### src/rtl/itoa_pkg.sv
// Shared types, codes and character helpers for the integer-to-ASCII formatter.
package itoa_pkg;

  localparam int BinW   = 32;
  localparam int DigMax = 10;            // decimal digits of 2**32-1
  localparam int BcdW   = 4 * DigMax;
  localparam int HexDig = BinW / 4;

  localparam logic [1:0] TYPE_UDEC = 2'd0;
  localparam logic [1:0] TYPE_SDEC = 2'd1;
  localparam logic [1:0] TYPE_HEX  = 2'd2;

  localparam logic [6:0] CHAR_ZERO  = 7'h30;
  localparam logic [6:0] CHAR_MINUS = 7'h2d;
  localparam logic [6:0] CHAR_X     = 7'h78;
  localparam logic [6:0] CHAR_A     = 7'h61;
  localparam logic [6:0] CHAR_F     = 7'h66;
  localparam logic [6:0] CHAR_NINE  = 7'h39;

  typedef enum logic [2:0] {
    ST_IDLE,
    ST_CONV,
    ST_SIGN,
    ST_PFX0,
    ST_PFXX,
    ST_SKIP,
    ST_EMIT
  } state_t;

  // one nibble to lower-case ASCII
  function automatic logic [6:0] nib_to_char(input logic [3:0] d);
    logic [6:0] c;
    if (d < 4'd10) begin
      c = CHAR_ZERO + {3'b000, d};
    end else begin
      c = CHAR_A + {3'b000, d} - 7'd10;
    end
    return c;
  endfunction

  // double-dabble correction: add 3 to every BCD digit of 5 or more
  function automatic logic [BcdW-1:0] bcd_adjust(input logic [BcdW-1:0] b);
    logic [BcdW-1:0] r;
    for (int i = 0; i < DigMax; i++) begin
      r[4*i +: 4] = (b[4*i +: 4] >= 4'd5) ? b[4*i +: 4] + 4'd3 : b[4*i +: 4];
    end
    return r;
  endfunction

endpackage

### src/rtl/integer_to_ascii_formatter.sv
// Integer-to-ASCII formatter: 32-bit word to decimal or hex text, one char per beat.
//
//  channel  | handshake          | payload
//  ---------+--------------------+-------------------------------
//  request  | start / busy       | req_type[1:0], value[31:0]
//  result   | char_valid strobe  | character[6:0], last_char
//
// Decimal: shift-and-add-3 over all 32 input bits in one shared BCD unit,
// then a '-' sign for a negative signed value, then leading zeros are
// dropped one at a time (the final digit is always kept), then the digits
// are emitted. Hex: two prefix chars, then eight digits. Results are
// registered and come the cycle after the sequencer emits them.
// rst is synchronous; busy stays high from the accepting edge until the
// cycle the last character appears. The receiver cannot stall.
module integer_to_ascii_formatter import itoa_pkg::*; (
  input  logic             clk,
  input  logic             rst,
  input  logic             start,
  output logic             busy,
  input  logic [1:0]       req_type,
  input  logic [BinW-1:0]  value,
  output logic             char_valid,
  output logic [6:0]       character,
  output logic             last_char
);

  state_t          state, state_next;
  logic [BinW-1:0] bin, bin_next;
  logic [BcdW-1:0] bcd, bcd_next;
  logic [4:0]      cnt, cnt_next;
  logic [3:0]      ndig, ndig_next;
  logic            neg, neg_next;

  logic            emit;
  logic [6:0]      emit_char;
  logic            emit_last;
  logic [BcdW-1:0] bcd_adj;

  assign bcd_adj = bcd_adjust(bcd);
  assign busy    = (state != ST_IDLE);

  always_ff @(posedge clk) begin
    if (rst) begin
      state      <= ST_IDLE;
      char_valid <= 1'b0;
    end else begin
      state      <= state_next;
      char_valid <= emit;
    end
    bin       <= bin_next;
    bcd       <= bcd_next;
    cnt       <= cnt_next;
    ndig      <= ndig_next;
    neg       <= neg_next;
    character <= emit_char;
    last_char <= emit_last;
  end

  always_comb begin
    state_next = state;
    bin_next   = bin;
    bcd_next   = bcd;
    cnt_next   = cnt;
    ndig_next  = ndig;
    neg_next   = neg;
    emit       = 1'b0;
    emit_char  = nib_to_char(bcd[BcdW-1 -: 4]);
    emit_last  = 1'b0;
    unique case (state)
      ST_IDLE: begin
        if (start) begin
          cnt_next = '0;
          if (req_type == TYPE_HEX) begin
            bcd_next   = {value, {(BcdW-BinW){1'b0}}};
            ndig_next  = 4'(HexDig);
            state_next = ST_PFX0;
          end else begin
            neg_next   = (req_type == TYPE_SDEC) && value[BinW-1];
            bin_next   = ((req_type == TYPE_SDEC) && value[BinW-1]) ? (~value + 1'b1) : value;
            bcd_next   = '0;
            ndig_next  = 4'(DigMax);
            state_next = ST_CONV;
          end
        end
      end
      ST_CONV: begin
        bcd_next = {bcd_adj[BcdW-2:0], bin[BinW-1]};
        bin_next = {bin[BinW-2:0], 1'b0};
        cnt_next = cnt + 5'd1;
        if (cnt == 5'(BinW-1)) begin
          state_next = neg ? ST_SIGN : ST_SKIP;
        end
      end
      ST_SIGN: begin
        emit       = 1'b1;
        emit_char  = CHAR_MINUS;
        state_next = ST_SKIP;
      end
      ST_PFX0: begin
        emit       = 1'b1;
        emit_char  = CHAR_ZERO;
        state_next = ST_PFXX;
      end
      ST_PFXX: begin
        emit       = 1'b1;
        emit_char  = CHAR_X;
        state_next = ST_EMIT;
      end
      ST_SKIP: begin
        // drop leading zeros, always keep the final digit
        if (bcd[BcdW-1 -: 4] == 4'd0 && ndig != 4'd1) begin
          bcd_next  = {bcd[BcdW-5:0], 4'd0};
          ndig_next = ndig - 4'd1;
        end else begin
          state_next = ST_EMIT;
        end
      end
      ST_EMIT: begin
        emit      = 1'b1;
        emit_last = (ndig == 4'd1);
        bcd_next  = {bcd[BcdW-5:0], 4'd0};
        ndig_next = ndig - 4'd1;
        if (ndig == 4'd1) begin
          state_next = ST_IDLE;
        end
      end
      default: state_next = ST_IDLE;
    endcase
  end

  // busy is already low in the cycle the final character is shown, and drops only then
  a_done_with_last: assert property (@(posedge clk) disable iff (rst)
    (char_valid && last_char) |-> !busy)
    else $error("last character shown while still busy");

  a_fall_on_last: assert property (@(posedge clk) disable iff (rst)
    (!$past(rst) && $fell(busy)) |-> (char_valid && last_char))
    else $error("busy dropped without a last character");

  a_accept_busy: assert property (@(posedge clk) disable iff (rst)
    (start && !busy) |=> busy)
    else $error("accepted request did not raise busy");

  a_char_legal: assert property (@(posedge clk) disable iff (rst)
    char_valid |-> ((character >= CHAR_ZERO && character <= CHAR_NINE) ||
                    (character >= CHAR_A && character <= CHAR_F) ||
                    character == CHAR_MINUS || character == CHAR_X))
    else $error("illegal output character");

endmodule
### config.mk
export PLATFORM = sky130hd
export DESIGN_NAME = integer_to_ascii_formatter
export DESIGN_NICKNAME = d
export VERILOG_FILES = /design/src/rtl/itoa_pkg.sv /design/src/rtl/integer_to_ascii_formatter.sv
export SDC_FILE = /design/constraint.sdc
export NUM_CORES = 1
export LEC_CHECK = 0
export BUFFER_PORTS_ARGS = -buffer_cell sky130_fd_sc_hd__buf_2
export CAP_MARGIN = 20
export CELL_PAD_IN_SITES_DETAIL_PLACEMENT = 1
export CELL_PAD_IN_SITES_GLOBAL_PLACEMENT = 1
export CORE_UTILIZATION = 35
export DETAILED_ROUTE_END_ITERATION = 6
export GPL_TIMING_DRIVEN = 0
export PLACE_DENSITY = 0.71
export SYNTH_ARGS = -nofsm -noshare
export SYNTH_HDL_FRONTEND = slang
export SYNTH_SLANG_ARGS = --single-unit
### constraint.sdc
create_clock -name clk -period 5.2 [get_ports clk]
set_input_delay 0.26 -clock clk [delete_from_list [all_inputs] [get_ports clk]]
set_output_delay 0.26 -clock clk [all_outputs]
set_load 0.05 [all_outputs]
# Word-level counts from Yosys, hierarchy flattened
# Cells that the tools add are included.
[totals]
regBits = 94
latch_bits = 0
mem_bits_rw = 0
rom_bits = 0
output_inout_bits = 10
mem_count = 0
[op_classes]
n_addsub = 16
multipliers = 0
div = 0
magnitude_cmp = 11
n_eq_ne = 17
shifts = 0
mux = 34
bitwise = 2
n_reduce_logical = 15
[op_table]
columns = ["operator", "n"]
rows = [
  ["$pmux 40 s4", 1],
  ["$mux 40", 3],
  ["$mux 32", 3],
  ["$pmux 32 s2", 1],
  ["$mux 4", 11],
  ["$ge 4x3->1 const B", 10],
  ["$add 4x2->4 const B", 9],
  ["$add 32x1->32 const B", 1],
  ["$not 32->32", 1],
  ["$pmux 3 s7", 1],
  ["$pmux 7 s3", 1],
  ["$mux 3", 6],
  ["$ne 2x2->1 const B", 6],
  ["$pmux 4 s3", 1],
  ["$reduce_and 3->1", 4],
  ["$pmux 5 s2", 1],
  ["$eq 3x3->1 const B", 3],
  ["$add 6x4->7 const A", 1],
  ["$add 6x5->7 const A", 1],
  ["$mux 7", 1],
  ["$sub 7x4->7 const B", 1],
  ["$eq 3x2->1 const B", 2],
  ["$reduce_bool 3->1", 2],
  ["$add 5x1->5 const B", 1],
  ["21 further kinds", 23],
]

# Logic depth before layout (Yosys ltp)
[logic_depth]
depth_word = 6
depth_mapped = 8
ltp_nobuf = 7

# Worst setup path before layout
# OpenSTA, ideal clock, no wires.
[synth_timing]
path_type = "register to register"
startpoint = "register state[2]"
endpoint = "register bin[0] (enable)"
setup_time_ps = 466
arrival_ps = 3597
path_slack_ps = 1138
path_stages_with_launch = 5
n_path_buf = 2
cell_sequence = "dfxtp_1 > clkbuf_1 > clkbuf_1 > or3_1 > o21ai_0"
[synth_via]
elab_chain_len = 3
[synth_lines]
columns = ["item", "line", "text"]
rows = [
  ["from (decl)", "integer_to_ascii_formatter.sv:27", "state_t state, state_next;"],
  ["from (signal assigned)", "integer_to_ascii_formatter.sv:47", "state <= state_next;"],
  ["$eq 3x1->1 or $logic_not 3->1 (tied branches)", "integer_to_ascii_formatter.sv:69", "unique case (state)"],
  ["$reduce_bool 2->1 (no line) or $ne 2x2->1 (tied branches)", "--", ""],
  ["$reduce_and 3->1 (no line) (*)", "--", ""],
  ["to (signal assigned)", "integer_to_ascii_formatter.sv:50", "bin <= bin_next;"],
  ["to (decl)", "integer_to_ascii_formatter.sv:28", "logic [BinW-1:0] bin, bin_next;"],
]
# Every way passes the cells marked *; elsewhere a longest branch is shown, timed or not.
# A chain may end at the register's enable or synchronous reset.

# Worst setup path after layout
[layout_timing]
startpoint = "register state[2]"
endpoint = "register bin[10] (enable)"
# Same word-level chain as after synthesis.

==> results_dict.tcl <==
set metrics [dict create \
    ys_ff_latch 94 \
    cp_slowest_cell "clkbuf_1" \
    start_util_pct 36.1 \
    timing.hold.ws_ns 0.122 \
    worst_pin_slew_ns 0.753 \
    cts_buffers 9 \
    max_cap_viol_count 0 \
    cpLargestDelayFamily "buffers and inverters" \
    yosys.area.top_type "edfxtp_1" \
    p_leak_nw 2.51 \
    clk_pin_slew_worst_paths_ns 0.07 \
    vias_per_cell 5.53 \
    hold_viol 0 \
    final_critical_path_setup_slack_ns 2.25 \
    vdd_drop_max_uv 181 \
    grt_pass1_wl_um 27100 \
    route.detailed.drc 0 \
    rsz0062_at_grt "no" \
    drive_above_1_share_pct 13.5 \
    clockBufferDepth 2 \
    grt_usage_pct 21.3 \
    nets 724 \
    path_max_fanout 19 \
    hold_class "input pin to flop" \
    wl_per_cell_um 19.2 \
    dpl_cell_area_um2 6370 \
    cpPeakStageDelay_ns 0.54 \
    dp_worst_setup_slack_ns 2.28 \
    dp_cells 865 \
    cts_resized 0 \
    finalSetupViolCount 0 \
    totalWireLength_um 17000 \
    synth.avg_cell_area_um2 9.70 \
    drt-initial-drc-count 283 \
    cts_tree "built" \
    dpl.hpwl_um 12200 \
    synth_cell_types 56 \
    crit_required_ns 5.31 \
    syn-num-nets 661 \
    final_cells 882 \
    vias 4874 \
    synth_top_area_share_pct 42.4 \
    end_kind "flop" \
    max_freq_ghz 0.339 \
    root_buffer "clkbuf_16" \
    ios 47 \
    overflow 0 \
    synthMostInstantiatedCell "edfxtp_1" \
    syn_inst 598 \
    fin_crit_ns 2.95 \
    die_area_um2 17100 \
    postRouteAntennaNets 0 \
    period_share_pct 56.8 \
    yosys_warnings 0 \
    num_rows 46 \
    worstPathArrival_ns 3.06 \
    gp_congestion 0.842 \
    synth_commonest_cells "82 x edfxtp_1, 64 x o21ai_0, 54 x nand2_1" \
    synth.yosys.seq_area_share_pct 46.6 \
    core_um2 16100 \
    max-slew-margin-rel_pct 49.4 \
    synth-edff-count 82 \
    critPathLaunchType "flop" \
    crit_type "flop to flop" \
    slew_violations 0 \
    grt_max_degree 20 \
    worst-path-buf-inv 5 \
    clock_sinks 94 \
    ys.flop_type "edfxtp_1" \
    n_antenna_cell 0 \
    stdcell_area_um2 6660 \
    first_global_vias 5057 \
    cts_hold_buf 0 \
    postCtsSetupBuffers 0 \
    port_buffers 46 \
    critPathMostFrequentCell "clkbuf_1" \
    synth_area_leaders "edfxtp_1 42%, ha_1 5.6%, o21ai_0 5.5%, a21oi_1 4.6%, dfxtp_1 4.1%" \
    area_delta_synth_final_pct 14.7 \
    clock_skew_ns 0.00790 \
    dr.pass1.iters 5 \
    netlist_area_um2 5800 \
    die_x_um 131 \
    antenna_found_initial 0 \
    die_height_um 131 \
    crit_chain "clkbuf_1, inv_1, nand2b_1, clkbuf_1, clkbuf_1, o21ai_4, buf_16" \
    h-tree-depth 3 \
    synthArstFlopShare_pct 0 \
    powerDensity_nw_per_um2 604 \
    clock_latency_ns 0.36 \
    outcome "finished, final reports clean" \
]
==> layer usage <==
layer | GRT usage (%) | up-vias | part of all wire (%) | wire, um
li1 | - | 2308 | - | -
met1 | 26.4 | 2434 | 45 | 7650
met2 | 36.3 | 104 | 49 | 8270
met3 | 3.34 | 28 | 3.5 | 601
met4 | 9.80 | 0 | 2.6 | 439
met5 | 0 | - | 0 | 0
==> stage by stage <==
stage / TNS, ns / power [W] / utilization [%]
after detailed placement: 0 / 0.00338 / 39.7
after floorplan: 0 / 0.00278 / -
after global placement: -8.95 / 0.00325 / 39.2
final: 0 / 0.00402 / 41.4
after CTS: 0 / 0.00404 / 41.4
after global routing: 0 / 0.00432 / 41.4
==> cells by family (layout without fill, tap and decap cells) <==
| logic type | count (synthesis) | after routing | share of synthesized area [%] |
|---|---|---|---|
| compound gates | 189 | 189 | 20.3 |
| xor+xnor | 46 | 46 | 6.94 |
| fa+ha+maj | 26 | 26 | 5.61 |
| buf+inv | 63 | 131 | 4.33 |
| flops | 94 | 94 | 46.6 |
| mux | 2 | 2 | 0.345 |
| other cells | 1 | 1 | 0.0646 |
| simple gates | 177 | 177 | 15.8 |
==> power by group <==
group          leakage [nW]  switching (W)  internal, W
clock network         0.142       0.000311     0.000336
registers             0.918       0.000265      0.00134
logic                  1.45        0.00114     0.000627
==> placed cells by master (no fill, tap or decap), types with 12 or more instances in the layout <==
cell / instances
xnor2_1: 25
o21ai_0: 63
nand2_1: 54
clkbuf_1: 19
buf_2: 52
nand2b_1: 15
inv_1: 33
a21oi_1: 53
ha_1: 26
xor2_1: 21
dfxtp_1: 12
nor2_1: 52
a22oi_1: 24
edfxtp_1: 82
==> flip-flops by register name, summed over array words and instances (netlist names) <==
register	flops
last_char	1
ndig	4
state	3
bcd	40
cnt	5
neg	1
char_valid	1
bin	32
character	7
==> path summary, 6_finish.rpt <==
| kind | startpoint | end | slack [ns] | depth (start not counted) |
|---|---|---|---|---|
| worst max-delay path | state[2] | bin[10] | 2.25 | 7 |
| worst min-delay path | rst | state[0] | 0.12 | 2 |
| worst max register to register | state[2] | bin[10] | 2.25 | 7 |
| worst min register to register | bin[31] | bcd[0] | 0.53 | 1 |
==> area by class of cell <==
type                       instances  area [um^2]
buffer                            30          128
clock buffer                      10          239
timing repair buffer              52          295
fill                            1847         9400
tap                              216          270
multi-input combinational        441         2860
inverter                          33          124
sequential                        94         2700
clock inverter                     6         37.5
Note: power is estimated with default switching activity, not from simulation.
